==> src/gus_pkg.sv <==
// Shared types, constants and patch functions for the 2x glyph upscaler.
// No dependencies; every other file in src imports this package.
package gus_pkg;

  localparam int DEF_MAX_SRC_WIDTH  = 10;
  localparam int DEF_MAX_SRC_HEIGHT = 7;

  localparam int NROW   = 7;   // row ports on the input channel
  localparam int SRC_W  = 10;  // bits per source row port
  localparam int SRC_IW = 4;   // index width into one source row
  localparam int IDX_W  = 4;   // output row index width
  localparam int OUT_W  = 20;  // output pixel field width

  typedef struct packed {
    logic             valid;
    logic [IDX_W-1:0] index;
    logic             last;
  } row_ctrl_t;

  // Anti-diagonal patch, row k as a column mask (bit n = column offset n).
  function automatic logic [3:0] anti_patch(input logic [1:0] k);
    logic [3:0] m;
    unique case (k)
      2'd0:    m = 4'hC;
      2'd1:    m = 4'hE;
      2'd2:    m = 4'h7;
      default: m = 4'h3;
    endcase
    return m;
  endfunction

  // Main-diagonal patch, same encoding.
  function automatic logic [3:0] diag_patch(input logic [1:0] k);
    logic [3:0] m;
    unique case (k)
      2'd0:    m = 4'h3;
      2'd1:    m = 4'h7;
      2'd2:    m = 4'hE;
      default: m = 4'hC;
    endcase
    return m;
  endfunction

endpackage

==> src/glyph_upscale_2x_smoothing.sv <==
// Top level of the 2x glyph upscaler with diagonal smoothing.
// Depends on gus_pkg, gus_seq, gus_lane and gus_merge.
//
// One input transfer carries a whole glyph (width, height, up to seven
// rows, column c of a row at bit width-1-c). The block answers with
// 2*height output transfers, one per output row in order, each row's
// column j at bit j, and last_row set on the final one. A glyph of zero
// height produces nothing. Width is clamped to MAX_SRC_WIDTH and height to
// MAX_SRC_HEIGHT (and to the seven row ports); output columns from 20 up
// are dropped. The glyph is stored on the input transfer, and its first row
// is then loaded into the output register from the store; rows leave one
// per cycle while the consumer keeps up. The output row sequencer is the
// pacing element: it produces one row a cycle unless the output register
// is stalled, and the next glyph is taken in the same cycle that the
// previous glyph's last row moves into the output register, so glyphs run
// back to back with no gap while the consumer keeps up.
// Inside, the sequencer keeps the glyph as a shift line of source rows
// (row above, current row, row below); MAX_SRC_WIDTH column lanes each
// build four output bits from that window (the 2x block plus any smoothing
// patch rows), and the merge stage ORs the lanes into the output register.
module glyph_upscale_2x_smoothing import gus_pkg::*; #(
  parameter int MAX_SRC_WIDTH  = DEF_MAX_SRC_WIDTH,
  parameter int MAX_SRC_HEIGHT = DEF_MAX_SRC_HEIGHT
) (
  input  logic                clk,
  input  logic                rst,
  input  logic                in_valid,
  output logic                in_ready,
  input  logic [3:0]          glyph_width,
  input  logic [2:0]          glyph_height,
  input  logic [SRC_W-1:0]    row0,
  input  logic [SRC_W-1:0]    row1,
  input  logic [SRC_W-1:0]    row2,
  input  logic [SRC_W-1:0]    row3,
  input  logic [SRC_W-1:0]    row4,
  input  logic [SRC_W-1:0]    row5,
  input  logic [SRC_W-1:0]    row6,
  output logic                out_valid,
  input  logic                out_ready,
  output logic [IDX_W-1:0]    out_row_index,
  output logic [OUT_W-1:0]    out_pixels,
  output logic                last_row
);

  logic [NROW-1:0][SRC_W-1:0] rows_in;
  row_ctrl_t                  ctrl;
  logic                       row_ready;
  logic                       phase;
  logic [MAX_SRC_WIDTH-1:0]   up_row, cur_row, dn_row;
  logic [3:0]                 nibbles [MAX_SRC_WIDTH];

  assign rows_in = {row6, row5, row4, row3, row2, row1, row0};

  gus_seq #(
    .MAX_SRC_WIDTH  (MAX_SRC_WIDTH),
    .MAX_SRC_HEIGHT (MAX_SRC_HEIGHT)
  ) u_seq (
    .clk          (clk),
    .rst          (rst),
    .in_valid     (in_valid),
    .in_ready     (in_ready),
    .glyph_width  (glyph_width),
    .glyph_height (glyph_height),
    .rows_in      (rows_in),
    .row_ready    (row_ready),
    .ctrl         (ctrl),
    .phase        (phase),
    .up_row       (up_row),
    .cur_row      (cur_row),
    .dn_row       (dn_row)
  );

  // One lane per source column; the rightmost lane sees blank neighbours.
  for (genvar c = 0; c < MAX_SRC_WIDTH; c++) begin : g_lane
    logic up_b, cur_b, dn_b;
    if (c + 1 < MAX_SRC_WIDTH) begin : g_nb
      assign up_b  = up_row[c+1];
      assign cur_b = cur_row[c+1];
      assign dn_b  = dn_row[c+1];
    end else begin : g_edge
      assign up_b  = 1'b0;
      assign cur_b = 1'b0;
      assign dn_b  = 1'b0;
    end

    gus_lane u_lane (
      .up_a   (up_row[c]),
      .up_b   (up_b),
      .cur_a  (cur_row[c]),
      .cur_b  (cur_b),
      .dn_a   (dn_row[c]),
      .dn_b   (dn_b),
      .phase  (phase),
      .nibble (nibbles[c])
    );
  end

  gus_merge #(
    .MAX_SRC_WIDTH (MAX_SRC_WIDTH)
  ) u_merge (
    .clk           (clk),
    .rst           (rst),
    .ctrl          (ctrl),
    .nibbles       (nibbles),
    .row_ready     (row_ready),
    .out_valid     (out_valid),
    .out_ready     (out_ready),
    .out_row_index (out_row_index),
    .out_pixels    (out_pixels),
    .last_row      (last_row)
  );

endmodule

==> src/gus_seq.sv <==
// Glyph store and output row sequencer: normalises the glyph on transfer,
// then walks source rows through a shift line. Depends on gus_pkg.
module gus_seq import gus_pkg::*; #(
  parameter int MAX_SRC_WIDTH  = DEF_MAX_SRC_WIDTH,
  parameter int MAX_SRC_HEIGHT = DEF_MAX_SRC_HEIGHT
) (
  input  logic                          clk,
  input  logic                          rst,
  input  logic                          in_valid,
  output logic                          in_ready,
  input  logic [3:0]                    glyph_width,
  input  logic [2:0]                    glyph_height,
  input  logic [NROW-1:0][SRC_W-1:0]    rows_in,
  input  logic                          row_ready,
  output row_ctrl_t                     ctrl,
  output logic                          phase,
  output logic [MAX_SRC_WIDTH-1:0]      up_row,
  output logic [MAX_SRC_WIDTH-1:0]      cur_row,
  output logic [MAX_SRC_WIDTH-1:0]      dn_row
);

  localparam int EFF_H = (MAX_SRC_HEIGHT < NROW) ? MAX_SRC_HEIGHT : NROW;
  localparam logic [2:0] EFF_H3 = 3'(EFF_H);
  localparam logic [4:0] MAXW5  = 5'(MAX_SRC_WIDTH);
  localparam logic [4:0] SRCW5  = 5'(SRC_W);

  logic                     busy;
  logic [IDX_W-1:0]         k;
  logic [IDX_W-1:0]         last_k;
  logic [MAX_SRC_WIDTH-1:0] g [EFF_H];
  logic [MAX_SRC_WIDTH-1:0] prev;

  logic                     adv, is_last, take;
  logic [2:0]               h_eff;
  logic [4:0]               w_eff;
  logic [MAX_SRC_WIDTH-1:0] norm [EFF_H];

  assign adv      = busy && row_ready;
  assign is_last  = (k == last_k);
  assign in_ready = !busy || (adv && is_last);
  assign take     = in_valid && in_ready;

  assign h_eff = (glyph_height > EFF_H3) ? EFF_H3 : glyph_height;
  assign w_eff = ({1'b0, glyph_width} > MAXW5) ? MAXW5 : {1'b0, glyph_width};

  // Reverse columns so column c sits at bit c; blank rows and columns past the glyph.
  always_comb begin
    logic [4:0] pos;
    for (int r = 0; r < EFF_H; r++) begin
      for (int c = 0; c < MAX_SRC_WIDTH; c++) begin
        pos = w_eff - 5'd1 - 5'(c);
        if ((5'(c) < w_eff) && (3'(r) < h_eff) && (pos < SRCW5)) begin
          norm[r][c] = rows_in[r][pos[SRC_IW-1:0]];
        end else begin
          norm[r][c] = 1'b0;
        end
      end
    end
  end

  always_ff @(posedge clk) begin
    if (rst) begin
      busy <= 1'b0;
      k    <= '0;
    end else if (take) begin
      busy <= (h_eff != 3'd0);
      k    <= '0;
    end else if (adv) begin
      if (is_last) begin
        busy <= 1'b0;
      end else begin
        k <= k + 1'b1;
      end
    end
  end

  always_ff @(posedge clk) begin
    if (take) begin
      last_k <= {h_eff, 1'b0} - 4'd1;
      prev   <= '0;
      for (int r = 0; r < EFF_H; r++) begin
        g[r] <= norm[r];
      end
    end else if (adv && !is_last && k[0]) begin
      prev <= g[0];
      for (int r = 0; r < EFF_H - 1; r++) begin
        g[r] <= g[r+1];
      end
      g[EFF_H-1] <= '0;
    end
  end

  assign ctrl.valid = busy;
  assign ctrl.index = k;
  assign ctrl.last  = is_last;
  assign phase      = k[0];
  assign up_row     = prev;
  assign cur_row    = g[0];
  assign dn_row     = g[1];

endmodule

==> src/gus_lane.sv <==
// One column lane: 2x block plus the diagonal patches of the windows above
// and below the current source row. Depends on gus_pkg.
module gus_lane import gus_pkg::*; (
  input  logic       up_a,
  input  logic       up_b,
  input  logic       cur_a,
  input  logic       cur_b,
  input  logic       dn_a,
  input  logic       dn_b,
  input  logic       phase,
  output logic [3:0] nibble
);

  logic anti_hi, diag_hi, anti_lo, diag_lo;

  // window (up, cur) contributes its lower patch rows, (cur, dn) its upper ones
  assign anti_hi = !up_a && up_b && cur_a && !cur_b;
  assign diag_hi = up_a && !up_b && !cur_a && cur_b;
  assign anti_lo = !cur_a && cur_b && dn_a && !dn_b;
  assign diag_lo = cur_a && !cur_b && !dn_a && dn_b;

  assign nibble = (anti_hi ? anti_patch({1'b1, phase}) : 4'h0)
                | (diag_hi ? diag_patch({1'b1, phase}) : 4'h0)
                | (anti_lo ? anti_patch({1'b0, phase}) : 4'h0)
                | (diag_lo ? diag_patch({1'b0, phase}) : 4'h0)
                | {2'b00, {2{cur_a}}};

endmodule

==> src/gus_merge.sv <==
// Merge stage: ORs the lane nibbles into one output row and holds it in
// the output register. Depends on gus_pkg.
module gus_merge import gus_pkg::*; #(
  parameter int MAX_SRC_WIDTH = DEF_MAX_SRC_WIDTH
) (
  input  logic                    clk,
  input  logic                    rst,
  input  row_ctrl_t               ctrl,
  input  logic [3:0]              nibbles [MAX_SRC_WIDTH],
  output logic                    row_ready,
  output logic                    out_valid,
  input  logic                    out_ready,
  output logic [IDX_W-1:0]        out_row_index,
  output logic [OUT_W-1:0]        out_pixels,
  output logic                    last_row
);

  localparam int WIDE_W = (2 * MAX_SRC_WIDTH + 2 > OUT_W) ? 2 * MAX_SRC_WIDTH + 2 : OUT_W;

  logic [WIDE_W-1:0] wide;
  logic              load;

  always_comb begin
    wide = '0;
    for (int c = 0; c < MAX_SRC_WIDTH; c++) begin
      wide = wide | (WIDE_W'(nibbles[c]) << (2 * c));
    end
  end

  assign row_ready = !out_valid || out_ready;
  assign load      = ctrl.valid && row_ready;

  always_ff @(posedge clk) begin
    if (rst) begin
      out_valid <= 1'b0;
    end else if (row_ready) begin
      out_valid <= ctrl.valid;
    end
  end

  always_ff @(posedge clk) begin
    if (load) begin
      out_row_index <= ctrl.index;
      out_pixels    <= wide[OUT_W-1:0];
      last_row      <= ctrl.last;
    end
  end

endmodule

==> config.mk <==
export PLATFORM = sky130hd
export DESIGN_NAME = glyph_upscale_2x_smoothing
export DESIGN_NICKNAME = d
export VERILOG_FILES = /design/src/gus_pkg.sv /design/src/glyph_upscale_2x_smoothing.sv /design/src/gus_seq.sv /design/src/gus_lane.sv /design/src/gus_merge.sv
export SDC_FILE = /design/constraint.sdc
export NUM_CORES = 1
export LEC_CHECK = 0
export BUFFER_PORTS_ARGS = -buffer_cell sky130_fd_sc_hd__buf_2
export CAP_MARGIN = 20
export CORE_MARGIN = 5
export CORE_UTILIZATION = 54
export DETAILED_ROUTE_END_ITERATION = 8
export PLACE_DENSITY = 0.75
export SLEW_MARGIN = 15
export SYNTH_ARGS = -nofsm -noshare
export SYNTH_HDL_FRONTEND = slang
export SYNTH_SLANG_ARGS = --single-unit
==> constraint.sdc <==
create_clock -name clk -period 13.8 [get_ports clk]
set_clock_uncertainty 0.1 [all_clocks]
set_input_delay 2.76 -clock clk [delete_from_list [all_inputs] [get_ports clk]]
set_output_delay 2.76 -clock clk [all_outputs]
set_load 0.03 [all_outputs]
==> metrics list <==
- The run finished with clean final reports.
* Min-Delay Startpoint: u_seq.up_row[9]
- Mapped Nets: just under 1000
- Dividing the detail-routed via count by the number of cells gives 6.77.
* Overflow after GRT: 0
* Pins over their slew limit: 0
* Average instance area after synthesis: 9.88 um^2
- The internal portion of the total power is 830 uW.
* Pre-Repair DR Iteration Count: 6
* Clock buffer count from CTS: 17
- Measured on the finished design, the core utilization comes to 0.626.
- The synthesized design contains 114 register bits.
* Setup bufs post-CTS: 0
* Remaining routing DRC violations: 0
- STA classifies the critical path endpoint as a flop.
- Counting instances, the worst hold path has a depth of 1.
- Setup repair after global routing left no endpoint under its margin.
- Tightest Pin Transition: around 1100 ps
* Most numerous cell types in the synthesized netlist: nand2_1 (126), edfxtp_1 (98), nor2_1 (61), a21oi_1 (52), mux2i_1 (52)
* Height of the die: 138 um
* Filler Cell Count: around 1300
* Top fanout value on the critical path: 36
- In the final layout, the share of cells above drive strength 1 is 0.233.
- In this run the worst hold path is classified as reg2reg.
* Portion of total power attributed to sequential cells: 0.352
* DRT iter0 DRCs: 1040
* Part of the total power dissipated in combinational logic: 0.285
* Cells resized by post-CTS repair: 0
* Global routing met3 resource utilization: 0.0621
- Of the total power, the share spent switching nets is 0.336.
- Counting flops with an async set or reset pin after synthesis yields a share of 0.
- Hold repair after CTS inserted 0 buffers.
- Endpoint arrival time on the critical path: 7980 ps
- In this run the deepest clock path goes through 2 buffers.
- Buffer cell driving the clock tree root: clkbuf_16
- Max Cap Violations: 0
- Syn-to-layout area delta: 13.6%
- The endpoint identified for the worst register-to-register timing path is u_seq.g[0][0].
- Setup violations, final: 0
* Count of boundary I/O pins: 108
- The net count of the finished layout is 1062.
* Leakage power total: just under 4 nW
- For this run, global-route usage on met1 was measured as 0.394.
* Met2 Usage GRT: 0.467
* Final number of hold-violating endpoints: 0
* Number of enable-type register cells in the synthesized netlist: slightly below 100
- On the final layout, the worst hold slack is 407 ps.
- The first global-routing pass estimated approximately 42 mm of wire.
* Clock insertion delay at the later pin of the skew report: approximately 420 ps
- Entering global routing, the biggest net connects 81 pins.
- Across all layers, the routed design uses 8053 vias.
- Overall fraction of global-route tracks in use: 0.297
* Top area cells in the synthesized netlist: edfxtp_1 (33%), mux4_2 (9.0%), mux2i_1 (5.9%)
* Worst reg-to-reg setup slack: 10470 ps
- Ratio of final minimum period to clock period: 0.573
* Primary flip-flop cell chosen by synthesis mapping: edfxtp_1
* Final setup TNS: 0 ps
* Number of cells on the worst reg-to-reg path: 6
- The share of total power dissipated in the clock network is 0.363.
- Power density over cell area: 125 mW/mm^2
* Power dissipated by switching net loads: roughly 420 uW
- The wire-length estimate of the detail-placed layout is 19.8 mm.
- Routability congestion estimate: approximately 1.0
* Count of different cell masters after synthesis: 74
- The worst setup path is launched from an input port.
* Dominant cell type by area after synthesis: edfxtp_1
* H-tree depth: 4
* Busiest layer in global routing: met2
- Total routed wirelength: 27.6 mm
- Among all cell types in the netlist, the one instantiated most often is nand2_1.
- End of the worst hold path: u_seq.up_row[9]
- The worst setup path is of the in2reg kind.
- Via count of the first global-routing pass: 7481
- Placeable core region: 0.0159 mm^2
- Port buffering added between 100 and 150 buffers.
- Setup Slack @ Placement: 5620 ps
- Required time at the endpoint of the critical path: 13870 ps
- In this run the remaining antenna-violating nets after routing total 0.
- Once routing completed, OpenROAD measured the worst setup slack at 5900 ps.
- Clock-pin slew was measured on the worst setup and hold paths at 60 ps.
- From left edge to right edge, the die measures 138 um.
- For this run, the register share of the synthesized area comes to 0.371.
- Average wire per cell in the routed design: between 20 and 25 um
- Derived from the worst setup path, the maximum achievable clock frequency is 127 MHz.
* Die Footprint: 0.0189 mm^2
- Portion of synthesized cell area occupied by the leading cell type: 0.335
- TritonCTS built the clock tree.
- The worst register-to-register path begins at u_seq.k[0].
- Warnings, synthesis: 0
* Max IR drop VDD: a little under 0.09 mV
- In this run the cell area of the synthesized design comes to about 0.0088 mm^2.
- Number of antenna violations at the first check in global routing: 1
* Tmin final: 7900 ps
- After floorplanning, the core was divided into 46 placement rows.
* Starting density of the core: 0.551
* Tightest slew margin relative to the limit: 0.261
- Counting every instance in the synthesized netlist gives 890.
- The clock drives 114 sinks.
worst max path at each step:
stage / start / endpoint / slack (ps)
2_1_floorplan: glyph_width[2] / u_seq.g[0][55] / 6990
3_3_place_gp: glyph_width[3] / u_seq.g[0][31] / 5670
3_5_place_dp: glyph_width[3] / u_seq.g[0][31] / 5620
4_1_cts: glyph_width[3] / u_seq.g[0][31] / 6040
5_1_grt: glyph_width[3] / u_seq.g[0][31] / 5570
6_report: glyph_width[3] / u_seq.g[0][31] / 5900
layout by cell type, fill, tap and decap left out, drive strengths merged, types with 4 or more instances in the layout:
cell,netlist,final
a2111oi,4,4
mux4,35,35
a22o,18,18
nor2,63,63
or3,4,4
buf,23,116
mux2i,52,52
mux2,19,19
nand3b,6,6
o21ai,45,45
xor2,7,7
o21a,5,5
nor3,19,19
ha,23,23
edfxtp,98,98
nand4,6,6
o41ai,15,15
nand2,126,126
a32o,11,11
o31ai,12,12
nor4,6,6
and2,10,10
and3,6,6
o211ai,10,10
inv,24,27
o221ai,5,5
o22ai,9,9
xnor2,8,8
nand3,23,23
a31oi,17,17
a32oi,8,8
nand2b,10,10
clkbuf,44,21
a211oi,7,7
clkinv,0,4
a21oi,52,52
dfxtp,16,16
a21o,8,8
a22oi,8,8
flip-flops by register name, summed over array words and instances (netlist names):
| signal | count |
|---|---|
| u_seq.up_row | 10 |
| u_merge.out_valid | 1 |
| u_merge.out_pixels | 20 |
| u_seq.last_k | 3 |
| u_seq.busy | 1 |
| u_seq.g | 70 |
| u_merge.last_row | 1 |
| u_merge.out_row_index | 4 |
| u_seq.k | 4 |
power groups by stage:
stage | Sequential, mW | Combinational, mW | Clock, mW
after floorplan | 0.452 | 0.242 | 0
after global placement | 0.446 | 0.341 | 0
after detailed placement | 0.447 | 0.346 | 0
after CTS | 0.440 | 0.348 | 0.457
after global routing | 0.444 | 0.381 | 0.472
final | 0.440 | 0.356 | 0.454
layout make-up:
class                      instances  area, um^2  area share
multi-input combinational        685        5130       0.514
sequential                       114        3260       0.327
timing repair buffer             116         603      0.0604
clock buffer                      21         504      0.0505
tap                              216         270      0.0271
clock inverter                    11         114      0.0114
inverter                          24        95.1     0.00952
antenna                            2        5.00    0.000501
metal layers:
metal | up-vias | share of wire | routed length (um)
met5 | - | 0 | 0
met4 | 0 | 0.041 | 1140
met3 | 81 | 0.11 | 2930
met2 | 533 | 0.46 | 12800
met1 | 3864 | 0.39 | 10800
li1 | 3575 | - | -
stage by stage:
step / power [mW] / cells / area (um^2)
floorplan: 0.693 / 890 / 8790
global placement: 0.787 / 1154 / 9350
detailed placement: 0.792 / 1155 / 9360
CTS: 1.25 / 1187 / 9980
global route: 1.30 / 1188 / 9980
finish: 1.25 / 1189 / 9990
critical path, cell delays in order:
cell and delay (ps):
buf_2 580, nand2_1 110, nand2_1 480, inv_2 440, ha_1 420, a211o_1 430, xnor2_4 470, inv_4 220
ha_1 300, and2_1 170, o41ai_1 920, nand2b_1 300, a211oi_1 80, a22o_1 240
kinds of logic (layout without fill, tap and decap cells):
| logic type | count (synthesis) | after routing | share of synthesized area |
|---|---|---|---|
| simple gates | 288 | 288 | 0.151 |
| compound gates | 253 | 253 | 0.203 |
| flops | 114 | 114 | 0.371 |
| mux | 106 | 106 | 0.173 |
| buf+inv | 91 | 172 | 0.0477 |
| fa+ha+maj | 23 | 23 | 0.0327 |
| xor+xnor | 15 | 15 | 0.0209 |
| other cells | 0 | 2 | 0 |
Note: power is estimated with default switching activity, not from simulation.
